$ cat src/design/lzss_byte_decompressor_macros.svh
// ============================================================================
// LZSS byte decompressor assertion macros
// Shared property wrappers for the concurrent checks in the RTL.
// ============================================================================
`ifndef LZSS_BYTE_DECOMPRESSOR_MACROS_SVH
`define LZSS_BYTE_DECOMPRESSOR_MACROS_SVH

// same-cycle implication, checked outside reset
`define LZSBD_ASSERT_NOW(label, clk, rst, ante, cons, msg) \
   label: assert property (@(posedge clk) disable iff (rst) (ante) |-> (cons)) \
      else $error(msg);

// next-cycle implication, checked outside reset
`define LZSBD_ASSERT_NEXT(label, clk, rst, ante, cons, msg) \
   label: assert property (@(posedge clk) disable iff (rst) (ante) |=> (cons)) \
      else $error(msg);

`endif

$ cat src/design/lzsbd_pkg.sv
// ============================================================================
// LZSS byte decompressor package
// Constants, phase codes and controller/datapath interface types.
// ============================================================================
package lzsbd_pkg;

   // history window
   localparam int HIST_DEPTH = 4096;
   localparam int HIST_AW    = $clog2(HIST_DEPTH);

   // length counter default width and output width
   localparam int LEN_BITS_DEF = 24;
   localparam int OUT_LEN_W    = 24;

   // copy run counter: up to 16 bytes remaining after the current one
   localparam int CNT_W = 5;

   // stream parser phases
   localparam logic [1:0] PH_TAG  = 2'd0;
   localparam logic [1:0] PH_LIT  = 2'd1;
   localparam logic [1:0] PH_DIST = 2'd2;

   // controller commands
   typedef struct packed {
      logic accept;    // input word taken this cycle
      logic rd_issue;  // read history at the copy source
      logic cp_emit;   // write and emit the fetched copy byte
   } cmd_type;

   // datapath status
   typedef struct packed {
      logic copy_start;  // presented word starts a back-reference copy
      logic copy_last;   // current copy byte is the last of its run
      logic out_free;    // output register can take a word this cycle
   } sts_type;

   // controller states
   typedef enum logic [2:0] {
      ST_IDLE  = 3'b001,
      ST_READ  = 3'b010,
      ST_WRITE = 3'b100
   } state_type;

endpackage

$ cat src/design/lzsbd_ctrl.sv
// ============================================================================
// LZSS byte decompressor controller
// Sequences input acceptance and the read/write steps of a history copy.
// ============================================================================
`include "lzss_byte_decompressor_macros.svh"

module lzsbd_ctrl (
   input  logic              clock,
   input  logic              reset,
   input  logic              req_valid,
   output logic              req_stall,
   input  lzsbd_pkg::sts_type sts,
   output lzsbd_pkg::cmd_type cmd
);
   import lzsbd_pkg::*;

   state_type state_ff, state_in;

   // next state and commands
   always_comb begin
      state_in     = state_ff;
      cmd          = '0;
      req_stall    = 1'b1;
      case (state_ff)
         ST_IDLE: begin
            req_stall  = !sts.out_free;
            cmd.accept = req_valid && sts.out_free;
            if (cmd.accept && sts.copy_start) begin
               state_in = ST_READ;
            end
         end
         ST_READ: begin
            cmd.rd_issue = 1'b1;
            state_in     = ST_WRITE;
         end
         ST_WRITE: begin
            if (sts.out_free) begin
               cmd.cp_emit = 1'b1;
               state_in    = sts.copy_last ? ST_IDLE : ST_READ;
            end
         end
         default: begin
            state_in = ST_IDLE;
         end
      endcase
   end

   // state register
   always_ff @(posedge clock) begin
      if (reset) begin
         state_ff <= ST_IDLE;
      end else begin
         state_ff <= state_in;
      end
   end

   // checks
   `LZSBD_ASSERT_NEXT(a_read_then_write, clock, reset, state_ff == ST_READ, state_ff == ST_WRITE, "read step not followed by write step")
   `LZSBD_ASSERT_NOW(a_emit_needs_room, clock, reset, cmd.cp_emit, sts.out_free, "copy byte emitted into a full output register")
   `LZSBD_ASSERT_NEXT(a_write_holds, clock, reset, (state_ff == ST_WRITE) && !sts.out_free, state_ff == ST_WRITE, "write step left while output blocked")

endmodule

$ cat config.mk
export PLATFORM = sky130hd
export DESIGN_NAME = lzsbd_ctrl
export DESIGN_NICKNAME = d
export VERILOG_FILES = /design/src/design/lzsbd_pkg.sv /design/src/design/lzsbd_ctrl.sv
export VERILOG_INCLUDE_DIRS = /design/src /design/src/design
export SDC_FILE = /design/constraint.sdc
export NUM_CORES = 1
export LEC_CHECK = 0
export BUFFER_PORTS_ARGS = -buffer_cell sky130_fd_sc_hd__buf_2
export CORE_AREA = 2 2 39 41
export CTS_CLUSTER_DIAMETER = 120
export DETAILED_ROUTE_END_ITERATION = 16
export DIE_AREA = 0 0 41 43
export PLACE_DENSITY = 0.42
export SYNTH_ARGS = -nofsm -noshare
export SYNTH_HDL_FRONTEND = slang
export SYNTH_SLANG_ARGS = --single-unit
$ cat constraint.sdc
create_clock -name clock -period 1.2 [get_ports clock]
set_input_delay 0.24 -clock clock [delete_from_list [all_inputs] [get_ports clock]]
set_output_delay 0.24 -clock clock [all_outputs]
set_load 0.01 [all_outputs]
### After elaboration in Yosys (flattened, before gate mapping)

Cells that the tools add are included.

| word-level totals | value |
|---|---|
| bits in latches | 0 |
| RAM bits | 0 |
| input port bits | 6 |
| ROM bits | 0 |
| logic and storage cells | 19 |
| output and inout port bits | 4 |
| memories kept | 0 |
| register bits after elaboration | 3 |

| cells by class | value |
|---|---|
| multiplexer cells | 9 |
| order comparisons | 0 |
| divide/modulo/power cells | 0 |
| add/subtract/negate cells | 0 |
| reductions and logical operators | 4 |
| equality and inequality tests | 5 |
| $mul | 0 |
| shifts and indexed selects | 0 |
| bitwise operators | 0 |

Operators with widths:

| operator | number |
|---|---|
| case mux 3 bit (3 select lines) | 1 |
| 2-to-1 mux 3 bit | 2 |
| 2-to-1 mux 1 bit | 5 |
| inequality test 2 bit, second input constant | 2 |
| equality test 3 x 1 -> 1 bit, second input constant | 1 |
| equality test 3 x 2 -> 1 bit, second input constant | 1 |
| equality test 3 bit, second input constant | 1 |
| logical AND 1 bit | 2 |
| 2-to-1 mux 2 bit | 1 |
| AND reduction 2 bit | 1 |
| zero test 1 bit | 1 |

### Longest topological paths before layout

| logic depth | value |
|---|---|
| word-level depth | 4 |
| gate-level depth with buffers | 3 |

### Worst setup path before layout

Ideal clock, no wire load.

| timing path | value |
|---|---|
| path type | register to output |
| from | reg state_ff[1] |
| to | out cmd[0] (netlist bit) |
| setup slack | 0.103 ns |
| stages on the path, launching flop included | 3 |
| data arrival time | 0.857 ns |
| path through | dfxtp_1 nand2b_1 nor3b_1 |

RTL lines:

| what | line | text |
|---|---|---|
| start, declared | lzsbd_ctrl.sv:17 | `state_type state_ff, state_in;` |
| start signal, assigned | lzsbd_ctrl.sv:53 | `state_ff <= state_in;` |
| end, declared | lzsbd_ctrl.sv:13 | `output lzsbd_pkg::cmd_type cmd` |

==> results.toml <==
[setup_path]
path_max_fanout = 5
endpoint_kind = "output port"
r2r_setup_slack_ns = 0.12
startpoint_type = "flip-flop"
worst-r2r-cell-count = 5
worst-setup-path-type = "flip-flop to output port"
crit-reg2reg-launch = "state_ff[1]"
crit_required_ns = 0.96
reg2reg_to = "state_ff[1]"
arrival_ns = 1.08

[worst_hold_path]
hold_start = "reset"
min_to = "state_ff[2]"
hold_depth = 2
worstHoldPathType = "input pin to flip-flop"

[power]
total_power_mw = 0.5937
net-switching-power_mw = 0.1762
combPwrFrac = 0.456
power_per_cell_area_nw_per_um2 = 1732
ir_drop_v = 0.0005879
clkPwrFrac = 0.290
power_leakage_nw = 0.1487
switching_share = 0.2968
internal-power_mw = 0.4175
seqPwrFrac = 0.253

[cells_and_area]
finish.utilization = 0.2477
drive_gt1_frac = 0.6154
design_area_um2 = 342.8
top_regs = "state_ff x3"
layout.nets = 46
diodes = 0
top_register = "state_ff"
syn_to_final_growth_pct = 73.42
largest_reg_flops = 3

[sta]
final-max-slew-violation-count = 0
holdWs_ns = 0.2037
finalSetupViolCount = 4
hold_violations = 0
post-route-min-period_ns = 1.324
clock_skew_ns = 0.003616
fin_ws_ns = -0.1241
slew-limit-headroom = 0.8718
max_freq_mhz = 755.2
period_share = 1.103
max_slew.worst_pin.slew_ns = 0.1909
rsz0062_at_grt = "true"

[grt]
antenna_found_initial = 0
grt_pass1_wl_um = 717
overflow = 0
grt_max_degree = 8
grt_pass1_vias = 206
grt_usage = 0.06212

[floorplan]
die_w_um = 41
fp-row-count = 14
initial_core_util = 0.1429
ios = 10
coreArea_um2 = 1384
die_area_um2 = 1763
dieHeight_um = 43

[drt]
routed_wl_um = 455
wl_met3_um = 39
dr.pass1.iters = 4
wire_per_inst_um = 8.273
drc_errors = 0
wl_met2_um = 205
antenna_left = 0
vias = 219
routed.top_layer = "met3"
first_iter_violations = 3
wl_met1_um = 210
via_per_inst = 3.982

[logic_synthesis]
yosysTopAreaCell = "dfxtp_1"
synth_enable_flop_cells = 0
ys_async_sr_fraction = 0
synth_top_family_by_area = "simple AND/OR/NAND/NOR gates"
syn_nets = 28
synth-adder-area-share = 0
muxShareOfSynthArea = 0
synth_flop_cell = "dfxtp_1"
synth_compound_area_frac = 0.1962
yosys-top-cells-area = "dfxtp_1 30%, nor3b_4 9.5%, and4bb_1 6.3%"
synth_cell_types = 18
synthXorXnorAreaFrac = 0
synthTopCellsByCount = "3 x dfxtp_1, 2 x nand2b_1, 2 x o21ai_0"
syn_avg_cell_area_um2 = 8.986
yosysWarnings = 0
yosys.area_share.simple = 0.4810
synth.most_common_cell = "dfxtp_1"
synthesis.area_um2 = 197.7
synthCells = 22
ys_seq_area_frac = 0.3038
synth_seq_cells = 3
synth.top_cell.area_share = 0.3038

[placement]
hpwl_um = 331
place.gp.congestion = 0.5824
place_area_um2 = 270.3
dp_slack_ns = 0.05129
portBuffers = 9

[clock_network]
clk_pin_slew_ns = 0.04
clk_latency_ns = 0.23
cts_tree = "yes"
cts-root-buf = "clkbuf_4"
htreeDepth = 1
cts_made_buffers = 3
clock-sinks = 3
cts_buffer_depth = 2

[outcome]
violations = "negative setup slack"
status = "finished, violations left"

[run]
cap_viol_max_count = 0
cell families after synthesis:
family	after synthesis
simple gates	12
compound gates	6
flops	3
buf+inv	1
power groups by stage:
| stage | clock [mW] | combinational [mW] | sequential [mW] |
|---|---|---|---|
| 2_1_floorplan | 0 | 0.130 | 0.157 |
| 5_1_grt | 0.189 | 0.297 | 0.156 |
| 4_1_cts | 0.187 | 0.243 | 0.151 |
| 3_5_place_dp | 0 | 0.200 | 0.150 |
| 6_report | 0.172 | 0.271 | 0.150 |
| 3_3_place_gp | 0 | 0.204 | 0.151 |
metal layers:
layer / vias to the layer above / GRT usage
li1: 114 / -
met1: 97 / 0.06709
met2: 8 / 0.09063
met3: 0 / 0.01571
met5: - / 0
met4: 0 / 0.06000
layout make-up:
class                   instances  area [um^2]
fillers                       154         1041
multi-input cells              18        146.4
repair buffers                 13        81.33
flip-flops and latches          3        65.06
clock buffers                   4        26.28
well taps                      16        20.02
inverters                       1        3.754
through the flow:
| step | std cells | TNS, ns |
|---|---|---|
| finish | 55 | -0.2155 |
| global route | 55 | -0.4208 |
| CTS | 54 | -0.2987 |
| detailed placement | 48 | 0 |
| global placement | 48 | 0 |
| floorplan | 22 | 0 |
worst max-delay path by stage:
| stage | slack (ns) | to | cells after the start | start |
|---|---|---|---|---|
| floorplan | 0.10 | cmd[0] | 2 | state_ff[1] |
| global placement | 0.06 | cmd[2] | 3 | state_ff[1] |
| detailed placement | 0.05 | cmd[0] | 3 | state_ff[2] |
| CTS | -0.15 | cmd[2] | 3 | state_ff[2] |
| global route | -0.17 | cmd[2] | 3 | state_ff[1] |
| finish | -0.12 | cmd[2] | 3 | state_ff[1] |
worst max-delay path, cell delays in order, from the launching register on:
cell and delay (ns):
dfxtp_2 0.34, nor3b_4 0.21, and3_2 0.21, buf_6 0.09
cells in the final DEF, fill, tap and decap left out, types with 2 or more instances in the layout:
cell	instances
o21ai_0	2
buf_2	8
buf_4	4
clkbuf_4	3
nor3b_2	2
repair_timing:
item	in CTS	in global routing
pin swaps	2	1
hold buffers	0	0
buffers inserted	2	1
gates resized for setup	6	0
cloned	0	0
setup endpoints to repair	4	4
No activity file was read; power rests on OpenSTA's default activity.
